===== src/hdl/scmt_pkg.sv =====
// ----------------------------------------------------------------------------
// scmt_pkg
// Shared types, codes and constants of the sensor condition monitor table.
// ----------------------------------------------------------------------------
`default_nettype none

package scmt_pkg;

    localparam int MONITOR_SLOTS_DEF = 8;
    localparam int DEVICE_COUNT_DEF  = 16;

    localparam int PCT_FULL     = 100;
    localparam int REF_MIN      = 5;
    localparam int REF_FALLBACK = 255;

    // raw reading times full percentage fits in this many bits
    localparam int DIVIDEND_W = 15;
    localparam int DIVISOR_W  = 8;

    localparam logic [1:0] OP_UPDATE = 2'd0;
    localparam logic [1:0] OP_START  = 2'd1;
    localparam logic [1:0] OP_STOP   = 2'd2;
    localparam logic [1:0] OP_SCAN   = 2'd3;

    localparam logic [2:0] KIND_ON      = 3'd0;
    localparam logic [2:0] KIND_OFF     = 3'd1;
    localparam logic [2:0] KIND_CHANGE  = 3'd2;
    localparam logic [2:0] KIND_EQUAL   = 3'd3;
    localparam logic [2:0] KIND_GREATER = 3'd4;
    localparam logic [2:0] KIND_LESS    = 3'd5;

    localparam logic [1:0] RK_STATUS = 2'd0;
    localparam logic [1:0] RK_FIRED  = 2'd1;
    localparam logic [1:0] RK_DONE   = 2'd2;

    localparam logic [1:0] ST_OK        = 2'd0;
    localparam logic [1:0] ST_FULL      = 2'd1;
    localparam logic [1:0] ST_NOT_FOUND = 2'd2;

    typedef struct packed {
        logic [7:0]  tag;
        logic [2:0]  kind;
        logic [3:0]  target;
        logic [7:0]  compare;
        logic [15:0] action;
        logic        previous;
    } slot_entry_t;

    typedef struct packed {
        logic wr_en;
        logic set_valid;
        logic clr_valid;
        logic rd_en;
    } slot_ctl_t;

    typedef struct packed {
        logic       is_on;
        logic [7:0] reading;
    } dev_entry_t;

    typedef struct packed {
        logic wr_en;
        logic rd_en;
    } dev_ctl_t;

    function automatic int idx_w(input int n);
        return (n > 1) ? $clog2(n) : 1;
    endfunction

endpackage

`default_nettype wire


===== src/hdl/sensor_condition_monitor_table.sv =====
// ----------------------------------------------------------------------------
// sensor_condition_monitor_table
// Table of condition monitors over per-device on/off state and readings.
// Commands update a device, start or stop a monitor, or scan all monitors.
//
//   channel   signals                                   handshake
//   --------  ----------------------------------------  -------------------
//   command   start, busy, opcode .. action_code        start && !busy
//   result    result_valid, result_kind .. last_of_run  one-cycle strobe
//   config    cfg_valid, cfg_ready, cfg_data            cfg_valid && ready
//
// update and start finish in the idle state; their result follows on the next cycle
// stop walks the slot memory until the tag matches or the last slot is checked
// scan reads the reference device, then per slot the slot and, if valid, its
// device, waiting on the divider for value monitors; then the finish item
// reset clears all slot and device flags; results cannot be stalled
// ----------------------------------------------------------------------------
`default_nettype none

module sensor_condition_monitor_table #(
    parameter int MONITOR_SLOTS = scmt_pkg::MONITOR_SLOTS_DEF,
    parameter int DEVICE_COUNT  = scmt_pkg::DEVICE_COUNT_DEF
) (
    input  wire logic        clk,
    input  wire logic        rst_n,
    input  wire logic        start,
    output logic             busy,
    input  wire logic [1:0]  opcode,
    input  wire logic [3:0]  device_index,
    input  wire logic        device_is_on,
    input  wire logic [7:0]  raw_reading,
    input  wire logic [7:0]  monitor_tag,
    input  wire logic [2:0]  monitor_kind,
    input  wire logic [3:0]  target_device,
    input  wire logic [7:0]  compare_value,
    input  wire logic [15:0] action_code,
    output logic             result_valid,
    output logic      [1:0]  result_kind,
    output logic      [1:0]  status_code,
    output logic      [15:0] fired_action,
    output logic      [2:0]  fired_slot,
    output logic             last_of_run,
    input  wire logic        cfg_valid,
    output logic             cfg_ready,
    input  wire logic [3:0]  cfg_data
);
    import scmt_pkg::*;

    localparam int SW      = idx_w(MONITOR_SLOTS);
    localparam int DW      = idx_w(DEVICE_COUNT);
    localparam int SLOT_XW = (SW > 3) ? SW : 3;
    localparam int DEV_XW  = (DW > 4) ? DW : 4;

    typedef enum logic [2:0] {
        S_IDLE,
        S_STOP_CHK,
        S_SCAN_REF,
        S_SCAN_SLOT,
        S_SCAN_DEV,
        S_SCAN_DIV,
        S_SCAN_NEXT
    } state_t;

    typedef struct packed {
        logic        valid;
        logic [1:0]  kind;
        logic [1:0]  status;
        logic [15:0] action;
        logic [2:0]  slot;
        logic        last;
    } result_t;

    state_t      state_reg, state_next;
    logic [SW-1:0] idx_reg, idx_next;
    logic [7:0]  tag_reg, tag_next;
    logic [7:0]  ref_reg, ref_next;
    logic [3:0]  ref_dev_reg;
    slot_entry_t entry_reg, entry_next;
    result_t     res_reg, res_next;

    slot_ctl_t   slot_ctl;
    logic [SW-1:0] slot_wr_addr, slot_rd_addr;
    slot_entry_t slot_wr_data, slot_rd_data;
    logic        slot_rd_valid, free_found;
    logic [SW-1:0] free_addr;

    dev_ctl_t    dev_ctl;
    logic [DW-1:0] dev_wr_addr, dev_rd_addr;
    dev_entry_t  dev_wr_data, dev_rd_data;

    logic                  div_start, div_done;
    logic [DIVIDEND_W-1:0] div_dividend, div_quotient;

    function automatic logic [DW-1:0] to_dev_addr(input logic [3:0] d);
        logic [DEV_XW-1:0] w;
        w = DEV_XW'(d);
        return w[DW-1:0];
    endfunction

    function automatic logic [2:0] to_slot_field(input logic [SW-1:0] s);
        logic [SLOT_XW-1:0] w;
        w = SLOT_XW'(s);
        return w[2:0];
    endfunction

    scmt_slot_store #(
        .MONITOR_SLOTS(MONITOR_SLOTS)
    ) u_slots (
        .clk       (clk),
        .rst_n     (rst_n),
        .ctl       (slot_ctl),
        .wr_addr   (slot_wr_addr),
        .wr_data   (slot_wr_data),
        .rd_addr   (slot_rd_addr),
        .rd_data   (slot_rd_data),
        .rd_valid  (slot_rd_valid),
        .free_found(free_found),
        .free_addr (free_addr)
    );

    scmt_dev_store #(
        .DEVICE_COUNT(DEVICE_COUNT)
    ) u_devs (
        .clk    (clk),
        .rst_n  (rst_n),
        .ctl    (dev_ctl),
        .wr_addr(dev_wr_addr),
        .wr_data(dev_wr_data),
        .rd_addr(dev_rd_addr),
        .rd_data(dev_rd_data)
    );

    scmt_divider u_div (
        .clk     (clk),
        .rst_n   (rst_n),
        .start   (div_start),
        .dividend(div_dividend),
        .divisor (ref_reg),
        .done    (div_done),
        .quotient(div_quotient)
    );

    always_comb
    begin
        slot_entry_t upd;
        logic        idx_last;
        logic        st;
        logic        fire;
        logic        cond;
        logic [7:0]  pct;
        logic [7:0]  ref_raw;

        state_next = state_reg;
        idx_next   = idx_reg;
        tag_next   = tag_reg;
        ref_next   = ref_reg;
        entry_next = entry_reg;
        res_next   = res_reg;
        res_next.valid = 1'b0;

        slot_ctl     = '0;
        slot_wr_addr = idx_reg;
        slot_wr_data = entry_reg;
        slot_rd_addr = idx_reg;
        dev_ctl      = '0;
        dev_wr_addr  = to_dev_addr(device_index);
        dev_wr_data  = '{is_on: device_is_on, reading: raw_reading};
        dev_rd_addr  = to_dev_addr(ref_dev_reg);
        div_start    = 1'b0;
        div_dividend = DIVIDEND_W'(dev_rd_data.reading) * DIVIDEND_W'(PCT_FULL);

        upd      = entry_reg;
        idx_last = idx_reg == SW'(MONITOR_SLOTS - 1);
        st       = dev_rd_data.is_on;
        fire     = 1'b0;
        cond     = 1'b0;
        pct      = (div_quotient > DIVIDEND_W'(PCT_FULL)) ? 8'(PCT_FULL)
                                                          : div_quotient[7:0];
        ref_raw  = (int'(ref_dev_reg) < DEVICE_COUNT) ? dev_rd_data.reading : 8'd0;

        case (state_reg)
            S_IDLE:
            begin
                if (start)
                begin
                    case (opcode)
                        OP_UPDATE:
                        begin
                            dev_ctl.wr_en = int'(device_index) < DEVICE_COUNT;
                            res_next = '{1'b1, RK_STATUS, ST_OK, 16'd0, 3'd0, 1'b1};
                        end
                        OP_START:
                        begin
                            if (free_found)
                            begin
                                slot_ctl.wr_en     = 1'b1;
                                slot_ctl.set_valid = 1'b1;
                                slot_wr_addr       = free_addr;
                                slot_wr_data       = '{tag: monitor_tag,
                                                       kind: monitor_kind,
                                                       target: target_device,
                                                       compare: compare_value,
                                                       action: action_code,
                                                       previous: 1'b0};
                                res_next = '{1'b1, RK_STATUS, ST_OK, 16'd0, 3'd0, 1'b1};
                            end
                            else
                            begin
                                res_next = '{1'b1, RK_STATUS, ST_FULL, 16'd0, 3'd0, 1'b1};
                            end
                        end
                        OP_STOP:
                        begin
                            tag_next       = monitor_tag;
                            idx_next       = '0;
                            slot_ctl.rd_en = 1'b1;
                            slot_rd_addr   = '0;
                            state_next     = S_STOP_CHK;
                        end
                        default:
                        begin
                            dev_ctl.rd_en = 1'b1;
                            state_next    = S_SCAN_REF;
                        end
                    endcase
                end
            end
            S_STOP_CHK:
            begin
                if (slot_rd_valid && slot_rd_data.tag == tag_reg)
                begin
                    slot_ctl.clr_valid = 1'b1;
                    res_next   = '{1'b1, RK_STATUS, ST_OK, 16'd0, 3'd0, 1'b1};
                    state_next = S_IDLE;
                end
                else if (idx_last)
                begin
                    res_next   = '{1'b1, RK_STATUS, ST_NOT_FOUND, 16'd0, 3'd0, 1'b1};
                    state_next = S_IDLE;
                end
                else
                begin
                    idx_next       = idx_reg + 1'b1;
                    slot_rd_addr   = idx_reg + 1'b1;
                    slot_ctl.rd_en = 1'b1;
                end
            end
            S_SCAN_REF:
            begin
                ref_next       = (int'(ref_raw) < REF_MIN) ? 8'(REF_FALLBACK) : ref_raw;
                idx_next       = '0;
                slot_rd_addr   = '0;
                slot_ctl.rd_en = 1'b1;
                state_next     = S_SCAN_SLOT;
            end
            S_SCAN_SLOT:
            begin
                entry_next = slot_rd_data;
                if (slot_rd_valid && int'(slot_rd_data.target) < DEVICE_COUNT &&
                    slot_rd_data.kind <= KIND_LESS)
                begin
                    dev_rd_addr   = to_dev_addr(slot_rd_data.target);
                    dev_ctl.rd_en = 1'b1;
                    state_next    = S_SCAN_DEV;
                end
                else
                begin
                    state_next = S_SCAN_NEXT;
                end
            end
            S_SCAN_DEV:
            begin
                if (entry_reg.kind <= KIND_CHANGE)
                begin
                    fire = (st != entry_reg.previous) &&
                           ((entry_reg.kind == KIND_CHANGE) ||
                            (entry_reg.kind == KIND_ON && st) ||
                            (entry_reg.kind == KIND_OFF && !st));
                    upd.previous   = st;
                    slot_wr_data   = upd;
                    slot_ctl.wr_en = 1'b1;
                    if (fire)
                    begin
                        res_next = '{1'b1, RK_FIRED, ST_OK, entry_reg.action,
                                     to_slot_field(idx_reg), 1'b0};
                    end
                    state_next = S_SCAN_NEXT;
                end
                else
                begin
                    div_start  = 1'b1;
                    state_next = S_SCAN_DIV;
                end
            end
            S_SCAN_DIV:
            begin
                if (div_done)
                begin
                    case (entry_reg.kind)
                        KIND_EQUAL:   cond = entry_reg.compare == pct;
                        KIND_GREATER: cond = pct > entry_reg.compare;
                        default:      cond = pct < entry_reg.compare;
                    endcase
                    fire           = cond && !entry_reg.previous;
                    upd.previous   = cond;
                    slot_wr_data   = upd;
                    slot_ctl.wr_en = 1'b1;
                    if (fire)
                    begin
                        res_next = '{1'b1, RK_FIRED, ST_OK, entry_reg.action,
                                     to_slot_field(idx_reg), 1'b0};
                    end
                    state_next = S_SCAN_NEXT;
                end
            end
            S_SCAN_NEXT:
            begin
                if (idx_last)
                begin
                    res_next   = '{1'b1, RK_DONE, ST_OK, 16'd0, 3'd0, 1'b1};
                    state_next = S_IDLE;
                end
                else
                begin
                    idx_next       = idx_reg + 1'b1;
                    slot_rd_addr   = idx_reg + 1'b1;
                    slot_ctl.rd_en = 1'b1;
                    state_next     = S_SCAN_SLOT;
                end
            end
            default:
            begin
                state_next = S_IDLE;
            end
        endcase
    end

    always_ff @(posedge clk or negedge rst_n)
    begin
        if (!rst_n)
        begin
            state_reg   <= S_IDLE;
            idx_reg     <= '0;
            tag_reg     <= '0;
            ref_reg     <= '0;
            entry_reg   <= '0;
            res_reg     <= '0;
            ref_dev_reg <= '0;
        end
        else
        begin
            state_reg <= state_next;
            idx_reg   <= idx_next;
            tag_reg   <= tag_next;
            ref_reg   <= ref_next;
            entry_reg <= entry_next;
            res_reg   <= res_next;
            if (cfg_valid)
            begin
                ref_dev_reg <= cfg_data;
            end
        end
    end

    assign busy         = state_reg != S_IDLE;
    assign cfg_ready    = 1'b1;
    assign result_valid = res_reg.valid;
    assign result_kind  = res_reg.kind;
    assign status_code  = res_reg.status;
    assign fired_action = res_reg.action;
    assign fired_slot   = res_reg.slot;
    assign last_of_run  = res_reg.last;

endmodule

`default_nettype wire


===== src/hdl/scmt_divider.sv =====
// ----------------------------------------------------------------------------
// scmt_divider
// Restoring divider, one quotient bit per cycle, pulses done when finished.
// ----------------------------------------------------------------------------
`default_nettype none

module scmt_divider (
    input  wire logic                            clk,
    input  wire logic                            rst_n,
    input  wire logic                            start,
    input  wire logic [scmt_pkg::DIVIDEND_W-1:0] dividend,
    input  wire logic [scmt_pkg::DIVISOR_W-1:0]  divisor,
    output logic                                 done,
    output logic      [scmt_pkg::DIVIDEND_W-1:0] quotient
);
    import scmt_pkg::*;

    localparam int CNT_W = $clog2(DIVIDEND_W);

    logic [DIVISOR_W-1:0]  rem_reg, rem_next;
    logic [DIVIDEND_W-1:0] quo_reg, quo_next;
    logic [DIVISOR_W-1:0]  div_reg;
    logic [CNT_W-1:0]      cnt_reg, cnt_next;
    logic                  run_reg, run_next;
    logic                  done_reg, done_next;
    logic [DIVISOR_W:0]    shifted;
    logic                  fits;

    always_comb
    begin
        shifted   = {rem_reg, quo_reg[DIVIDEND_W-1]};
        fits      = shifted >= {1'b0, div_reg};
        rem_next  = rem_reg;
        quo_next  = quo_reg;
        cnt_next  = cnt_reg;
        run_next  = run_reg;
        done_next = 1'b0;
        if (start)
        begin
            rem_next = '0;
            quo_next = dividend;
            cnt_next = '0;
            run_next = 1'b1;
        end
        else if (run_reg)
        begin
            rem_next = fits ? DIVISOR_W'(shifted - {1'b0, div_reg})
                            : shifted[DIVISOR_W-1:0];
            quo_next = {quo_reg[DIVIDEND_W-2:0], fits};
            cnt_next = cnt_reg + 1'b1;
            if (cnt_reg == CNT_W'(DIVIDEND_W - 1))
            begin
                run_next  = 1'b0;
                done_next = 1'b1;
            end
        end
    end

    always_ff @(posedge clk or negedge rst_n)
    begin
        if (!rst_n)
        begin
            run_reg  <= 1'b0;
            done_reg <= 1'b0;
            cnt_reg  <= '0;
        end
        else
        begin
            run_reg  <= run_next;
            done_reg <= done_next;
            cnt_reg  <= cnt_next;
        end
    end

    always_ff @(posedge clk)
    begin
        rem_reg <= rem_next;
        quo_reg <= quo_next;
        if (start)
        begin
            div_reg <= divisor;
        end
    end

    assign done     = done_reg;
    assign quotient = quo_reg;

endmodule

`default_nettype wire


===== src/hdl/scmt_slot_store.sv =====
// ----------------------------------------------------------------------------
// scmt_slot_store
// Monitor slot memory with registered read, plus per-slot valid flags and
// first-free search.
// ----------------------------------------------------------------------------
`default_nettype none

module scmt_slot_store #(
    parameter int MONITOR_SLOTS = scmt_pkg::MONITOR_SLOTS_DEF
) (
    input  wire logic                                          clk,
    input  wire logic                                          rst_n,
    input  wire scmt_pkg::slot_ctl_t                           ctl,
    input  wire logic [scmt_pkg::idx_w(MONITOR_SLOTS)-1:0]     wr_addr,
    input  wire scmt_pkg::slot_entry_t                         wr_data,
    input  wire logic [scmt_pkg::idx_w(MONITOR_SLOTS)-1:0]     rd_addr,
    output scmt_pkg::slot_entry_t                              rd_data,
    output logic                                               rd_valid,
    output logic                                               free_found,
    output logic      [scmt_pkg::idx_w(MONITOR_SLOTS)-1:0]     free_addr
);
    import scmt_pkg::*;

    localparam int SW = idx_w(MONITOR_SLOTS);

    slot_entry_t              mem [MONITOR_SLOTS];
    slot_entry_t              rd_data_reg;
    logic                     rd_valid_reg;
    logic [MONITOR_SLOTS-1:0] valid_reg;

    always_ff @(posedge clk)
    begin
        if (ctl.wr_en)
        begin
            mem[wr_addr] <= wr_data;
        end
        if (ctl.rd_en)
        begin
            rd_data_reg <= mem[rd_addr];
        end
    end

    always_ff @(posedge clk or negedge rst_n)
    begin
        if (!rst_n)
        begin
            valid_reg    <= '0;
            rd_valid_reg <= 1'b0;
        end
        else
        begin
            if (ctl.set_valid)
            begin
                valid_reg[wr_addr] <= 1'b1;
            end
            else if (ctl.clr_valid)
            begin
                valid_reg[wr_addr] <= 1'b0;
            end
            if (ctl.rd_en)
            begin
                rd_valid_reg <= valid_reg[rd_addr];
            end
        end
    end

    // lowest free slot wins
    always_comb
    begin
        free_found = 1'b0;
        free_addr  = '0;
        for (int i = MONITOR_SLOTS - 1; i >= 0; i--)
        begin
            if (!valid_reg[i])
            begin
                free_found = 1'b1;
                free_addr  = SW'(i);
            end
        end
    end

    assign rd_data  = rd_data_reg;
    assign rd_valid = rd_valid_reg;

endmodule

`default_nettype wire


===== src/hdl/scmt_dev_store.sv =====
// ----------------------------------------------------------------------------
// scmt_dev_store
// Device state memory with registered read; unwritten devices read as zero.
// ----------------------------------------------------------------------------
`default_nettype none

module scmt_dev_store #(
    parameter int DEVICE_COUNT = scmt_pkg::DEVICE_COUNT_DEF
) (
    input  wire logic                                       clk,
    input  wire logic                                       rst_n,
    input  wire scmt_pkg::dev_ctl_t                         ctl,
    input  wire logic [scmt_pkg::idx_w(DEVICE_COUNT)-1:0]   wr_addr,
    input  wire scmt_pkg::dev_entry_t                       wr_data,
    input  wire logic [scmt_pkg::idx_w(DEVICE_COUNT)-1:0]   rd_addr,
    output scmt_pkg::dev_entry_t                            rd_data
);
    import scmt_pkg::*;

    dev_entry_t              mem [DEVICE_COUNT];
    dev_entry_t              rd_data_reg;
    logic                    rd_valid_reg;
    logic [DEVICE_COUNT-1:0] valid_reg;

    always_ff @(posedge clk)
    begin
        if (ctl.wr_en)
        begin
            mem[wr_addr] <= wr_data;
        end
        if (ctl.rd_en)
        begin
            rd_data_reg <= mem[rd_addr];
        end
    end

    always_ff @(posedge clk or negedge rst_n)
    begin
        if (!rst_n)
        begin
            valid_reg    <= '0;
            rd_valid_reg <= 1'b0;
        end
        else
        begin
            if (ctl.wr_en)
            begin
                valid_reg[wr_addr] <= 1'b1;
            end
            if (ctl.rd_en)
            begin
                rd_valid_reg <= valid_reg[rd_addr];
            end
        end
    end

    assign rd_data = rd_valid_reg ? rd_data_reg : '0;

endmodule

`default_nettype wire


===== config.mk =====
export PLATFORM = sky130hd
export DESIGN_NAME = sensor_condition_monitor_table
export DESIGN_NICKNAME = d
export VERILOG_FILES = /design/src/hdl/scmt_pkg.sv /design/src/hdl/sensor_condition_monitor_table.sv /design/src/hdl/scmt_divider.sv /design/src/hdl/scmt_slot_store.sv /design/src/hdl/scmt_dev_store.sv
export SDC_FILE = /design/constraint.sdc
export NUM_CORES = 1
export LEC_CHECK = 0
export ABC_AREA = 1
export ABC_CLOCK_PERIOD_IN_PS = 6100
export BUFFER_PORTS_ARGS = -buffer_cell sky130_fd_sc_hd__buf_2
export CAP_MARGIN = 20
export CORE_ASPECT_RATIO = 1.5
export CORE_MARGIN = 3
export CORE_UTILIZATION = 55
export CTS_CLUSTER_DIAMETER = 60
export DETAILED_ROUTE_END_ITERATION = 8
export PLACE_DENSITY = 0.81
export SLEW_MARGIN = 25
export SYNTH_ARGS = -nofsm -noshare
export SYNTH_HDL_FRONTEND = slang
export SYNTH_SLANG_ARGS = --single-unit

===== constraint.sdc =====
create_clock -name clk -period 6.1 [get_ports clk]
set_input_delay 0.61 -clock clk [delete_from_list [all_inputs] [get_ports clk]]
set_output_delay 0.61 -clock clk [all_outputs]
set_load 0.005 [all_outputs]

# Word level (Yosys, flattened, before mapping)
# Memories as Yosys holds them, arrays and structs flattened. A register that Yosys moved wholly into a read port is not among the register bits.
# Cells that the tools add are included.
# totals
ff_bits	154
mem_bits_rw	464
input_bits	62
output_inout_bits	27
word_cells	207
n_memories	2
# mem_list
name	words	width	read_ports	rd_clocked_by_memory_dff	write_ports	line	rtl
u_slots.mem	8	40	1	1	1	scmt_slot_store.sv:26	slot_entry_t mem [MONITOR_SLOTS];
u_devs.mem	16	9	1	1	1	scmt_dev_store.sv:20	dev_entry_t mem [DEVICE_COUNT];
# op_classes
addsub	3
n_mul	1
magnitude_cmp	13
n_eq_ne	26
muxes	106
bitwise_logic	4
n_reduce_logical	24
# ops
operator	n
2-to-1 mux 25 bit	8
case mux 25 bit (5 select lines)	1
2-to-1 mux 40 bit	3
case mux 40 bit (3 select lines)	1
2-to-1 mux 3 bit	20
case mux 25 bit (2 select lines)	1
2-to-1 mux 1 bit	41
2-to-1 mux 8 bit	5
2-to-1 mux 15 bit	2
2-to-1 mux 21 bit	1
case mux 3 bit (7 select lines)	1
equality test 8 bit	2
2-to-1 mux 4 bit	4
bitwise OR 16 bit	1
equality test 3 bit, second input constant	5
greater-than comparator 15 x 7 -> 1 bit, second input constant	1
2-to-1 mux 2 bit	7
multiplier 8 x 5 -> 13 bit, second input constant	1
equality test 3 x 2 -> 1 bit, second input constant	4
inequality test 2 bit, second input constant	6
case mux 3 bit (4 select lines)	1
< comparator 4 x 5 -> 1 bit, second input constant	2
greater-or-equal comparator 9 x 8 -> 1 bit	1
2-to-1 mux 9 bit	1
other kinds (43)	57

# Logic depth before layout (Yosys ltp)
# logic_depth
word_depth	20
mapped_depth	22
depth_no_buf	21

# Hierarchy
# A second synthesis with hierarchy kept.
# unflattened
hier_cells	2617
hier_area_um2	28735.1
# by_module_without_submodules
module	n_inst	cells_each	area_per_inst_um2	seq_area_each_um2
scmt_slot_store	1	1081	14231.1	11035.6
scmt_dev_store	1	547	6845.3	5019.8
sensor_condition_monitor_table	1	744	5609.1	2277.2
scmt_divider	1	245	2049.5	1001.0

# Least setup slack after synthesis
# No wires, ideal clock.
# synth_path
path_type	input to register
from	in opcode[0]
to	mem u_slots.mem[1][0] (netlist name) (enable)
setup_ns	0.537
t_arrival_ns	5.406
t_required_ns	5.563
path_slack_ns	0.157
stages	9
n_path_buf	1
path_cell_list	nand2_1 > nor2_1 > nand2_1 > nor2_1 > nand3_1 > o21ai_1 > inv_1 > buf_2 > nor4_1
# synth_via
elab_chain_len	6
word_cells_on_any_way	9
classes_between	1 x eq/ne; 8 x mux
# synth_lines
item	line	rtl
start, declared	sensor_condition_monitor_table.sv:28	input wire logic [1:0] opcode,
equality test 2 x 1 -> 1 bit *	sensor_condition_monitor_table.sv:186	case (opcode)
2-to-1 mux 2 bit	sensor_condition_monitor_table.sv:186	
2-to-1 mux 2 bit	sensor_condition_monitor_table.sv:184	if (start)
case mux 1 bit (3 select lines)	sensor_condition_monitor_table.sv:181	case (state_reg)
2-to-1 mux 1 bit	scmt_slot_store.sv:33	if (ctl.wr_en)
2-to-1 mux 1 bit (not written as such)	scmt_slot_store.sv:35	mem[wr_addr] <= wr_data;
end, declared	scmt_slot_store.sv:26	
# Every way passes the cells marked *; elsewhere a longest branch is shown, timed or not.

==> results.md <==
- The area growth from synthesis to layout is 10.5%.
- For this run, global-route usage on met1 was measured as 0.302.
- The number of synthesized flops with an enable pin is 534.
- After detailed routing, the average wire length per cell comes to 20.2 um.
- The element type at the critical path end is a flip-flop.
- The number of synthesis warnings is 0.
- The initial utilization of the core area, before any placement, comes to 0.557.
- The area taken by flip-flops and latches is 19300 um^2.
- The first-pass GRT wire length is 107000 um.
- The path type of the worst setup path is flip-flop to flip-flop.
- The met3 routing resource usage after global routing is 0.0368.
- The flow ran to the end, and the final reports show no timing, DRC or antenna violations.
- At the pin with the least slew margin, the transition time is 1.04 ns.
- The post-cts sizing count is 0.
- The worst setup path is launched from a flip-flop.
- Across the routed clock network, the largest skew measured is 0.0208 ns.
- The path class of the tightest hold or removal check is input pin to async pin.
- Once the clock tree was built, the setup fixing pass inserted 0 buffers.
- After clock tree synthesis, the flow added hold-fix buffers numbering 0.
- The clock slew seen by the registers of the worst setup and hold paths is 0.07 ns.
- The maximum number of pins on one net before global-route repair is 167.
- The area of the placeable core is 51700 um^2.
- The worst-case IR drop observed on VDD is 0.000638 V.
- The post-synthesis net count is 2767.
- The number of global-route vias before repair is 19900.
- In this run the most used layer during global routing was met2.
- In the global route stage, overall resource usage came out at 0.250.
- TritonCTS built the clock tree.
- The max-cap check violation count is 0.
- The layout has 3802 filler cells.
- In the global route stage, met2 resource usage came out at 0.434.
- In the final layout, the share of cells above drive strength 1 is 0.0991.
- For this design the static power due to leakage is 13.0 nW.
- Summed over all failing endpoints, the final setup total negative slack is 0 ns.
- After legalization and detailed placement, the total HPWL measured 41600 um.
- The mean number of vias per cell is 5.80.
- The root buffer cell is sky130_fd_sc_hd__clkbuf_16.
- The critical path goes through inv_1 -> nor3_1 -> nand2_1 -> nand2_1 -> nor2_4 -> o21ai_1 -> inv_1 -> nor3_2 -> buf_4.
- The register with the most flip-flops in the layout has 320 of them.
- Buffers inserted during clock tree synthesis total 58.
- The post-synthesis cell count is 2649.
- More flip-flops sit in one register than any other, and that register is u_slots.mem.
- The multi-input combinational cells in the finished layout cover a total of 7890 um^2.
- In the synthesized netlist the async set-or-reset flop fraction comes to 0.184.
- The number of DRC markers after the initial detailed-route iteration is 1999.
- The maximum clock path buffer count is 3.
- After synthesis the netlist holds a flip-flop and latch count of 667.
- Counting distinct cell types in the post-synthesis netlist gives 58.
- The count of endpoints failing hold in the final timing report is 0.
- STA puts the critical path data required time at 6.32 ns.
- The level count of the clock H-tree is 2.
- The master of the slowest instance on the critical path is sky130_fd_sc_hd__o21ai_1.
- The post-synthesis instance area is 28800 um^2.
- The placer's final routability congestion estimate is 0.940.
- The worst pin sits at a relative slew slack of 0.306.
- The floorplan step set the die height to 286 um.
- After global routing the overflow that remains totals 0.
- The number of buffers inserted by port buffering is 87.
- The slack of the worst reg-to-reg path is 2.22 ns.
- The final critical path time including I/O delays and setup is 3.88 ns.
- The largest fanout of any net on the critical path is 40.
- The tree built by TritonCTS fans out to 667 sinks.
- The total number of placement rows is 102.
- Counting both buffers and inverters, the worst setup path holds a total of 3.
- The number of antenna violations at the first check in global routing came to 3.
- Setup repair after global routing left no endpoint under its margin.
- The top flip-flop cell by instance count after synthesis is sky130_fd_sc_hd__edfxtp_1.
- The number of detailed-route iterations in the first pass is 6.
- The total die area is 55200 um^2.
- The family of cells with the greatest summed delay on the critical path is buffers and inverters.
- The highest clock rate is 0.258 GHz.
- The via count is 19900.
- The average size of a mapped cell is 10.9 um^2.
- In the finished design, the share of the clock period the worst path needs comes to 0.636.
- Setup violations remaining at the end of the flow were counted as 0.
- Leaving out fill and tap cells, the most frequent cell in the layout is sky130_fd_sc_hd__nand2_1.
- The maximum single-stage delay on the critical path is 0.78 ns.
- The routed design has 69500 um of wire.
- The post-route total power is 15.6 mW.
- The post-layout net count is 2825.
- Data arrives at the worst endpoint at 4.10 ns.
- The largest registers in the layout are u_slots.mem x320, u_devs.mem x144.
- From left edge to right edge, the die measures 193 um.
- The detail route stage leaves a number of antenna-violating nets equal to 0.
- The total power divided by cell area is 489 nW/um^2.
- The number of slew-limit violations in the final report is 0.
- The later pin in the worst-skew pair is clocked with a latency of 0.61 ns.
- The number of ports placed on the die boundary is 89.
- In the routed design, unresolved DRC markers number 0.
- In the layout the commonest cells are 686 x sky130_fd_sc_hd__nand2_1, 534 x sky130_fd_sc_hd__edfxtp_1, 297 x sky130_fd_sc_hd__inv_1.
- The sequential area share after synthesis is 0.670.
## metal layers
layer	vias up	wire, um
met1	9660	25400
met3	205	4880
met5	-	0
li1	9160	-
met2	903	35500
met4	0	3710
## metrics by stage
step / std cells / util / setup WS, ns / area (um^2) / hold slack [ns]
after floorplan: 2649 / - / 0.157 / 28800 / 0.314
after global placement: 3323 / 0.578 / 2.24 / 29900 / 0.432
after detailed placement: 3323 / 0.578 / 2.08 / 29900 / 0.436
after CTS: 3432 / 0.615 / 2.31 / 31800 / 0.0510
after global routing: 3435 / 0.616 / 1.94 / 31800 / 0.0793
final: 3435 / 0.616 / 2.22 / 31800 / 0.0408
## final cells by class
class	count	area share
inverters	307	0.0363
well taps	676	0.0266
clock inverters	38	0.0124
repair buffers	119	0.0218
clock buffers	71	0.0481
diodes	3	0.000236
multi-input cells	1554	0.248
flip-flops and latches	667	0.607
## synth_stat cells, types with 7 or more instances
master,count,share of area
sky130_fd_sc_hd__nor2_1,152,0.020
sky130_fd_sc_hd__nand2_1,688,0.090
sky130_fd_sc_hd__buf_2,60,0.010
sky130_fd_sc_hd__dfxtp_1,10,0.0069
sky130_fd_sc_hd__o21ai_1,92,0.016
sky130_fd_sc_hd__o221ai_1,13,0.0040
sky130_fd_sc_hd__clkbuf_1,42,0.0055
sky130_fd_sc_hd__a21oi_1,104,0.018
sky130_fd_sc_hd__nand4_1,11,0.0024
sky130_fd_sc_hd__ha_1,52,0.023
sky130_fd_sc_hd__xor2_1,8,0.0024
sky130_fd_sc_hd__a2bb2oi_1,8,0.0024
sky130_fd_sc_hd__dfrtp_1,123,0.11
sky130_fd_sc_hd__buf_1,9,0.0012
sky130_fd_sc_hd__o21ai_0,165,0.029
sky130_fd_sc_hd__inv_1,298,0.039
sky130_fd_sc_hd__edfxtp_1,534,0.56
sky130_fd_sc_hd__o22ai_1,29,0.0063
sky130_fd_sc_hd__o211ai_1,96,0.025
sky130_fd_sc_hd__nor3_1,17,0.0030
sky130_fd_sc_hd__nand3_1,55,0.0096
sky130_fd_sc_hd__inv_2,7,0.00091
sky130_fd_sc_hd__or2_2,10,0.0022
## where the power goes
part | switching (mW) | internal, mW | total (mW) | leakage (nW)
Combinational | 3.76 | 1.59 | 5.35 | 5.63
Sequential | 0.375 | 6.11 | 6.49 | 6.48
Clock | 1.66 | 2.06 | 3.72 | 0.927
## path summary, 6_finish.rpt
path,to,from,depth (start not counted)
setup / recovery,u_slots.mem[5][5],flip-flop,9
hold / removal,u_div.cnt_reg[2],rst_n,1
setup reg to reg,u_slots.mem[5][5],flip-flop,9
hold reg to reg,entry_reg[15],u_slots.rd_data[15],2
max in group asynchronous,tag_reg[1],rst_n,2
min in group clk,ref_dev_reg[0],cfg_data[0],2
## logic make-up (layout without fill, tap and decap cells)
logic type | count (synthesis) | count (layout) | synth area share
buf+inv | 428 | 535 | 0.0593
simple gates | 952 | 952 | 0.132
flops | 667 | 667 | 0.670
fa+ha+maj | 56 | 56 | 0.0254
xor+xnor | 11 | 11 | 0.00334
compound gates | 528 | 528 | 0.107
other cells | 2 | 5 | 0.000261
mux | 5 | 5 | 0.00191
Power figures use the tool's default switching activity.
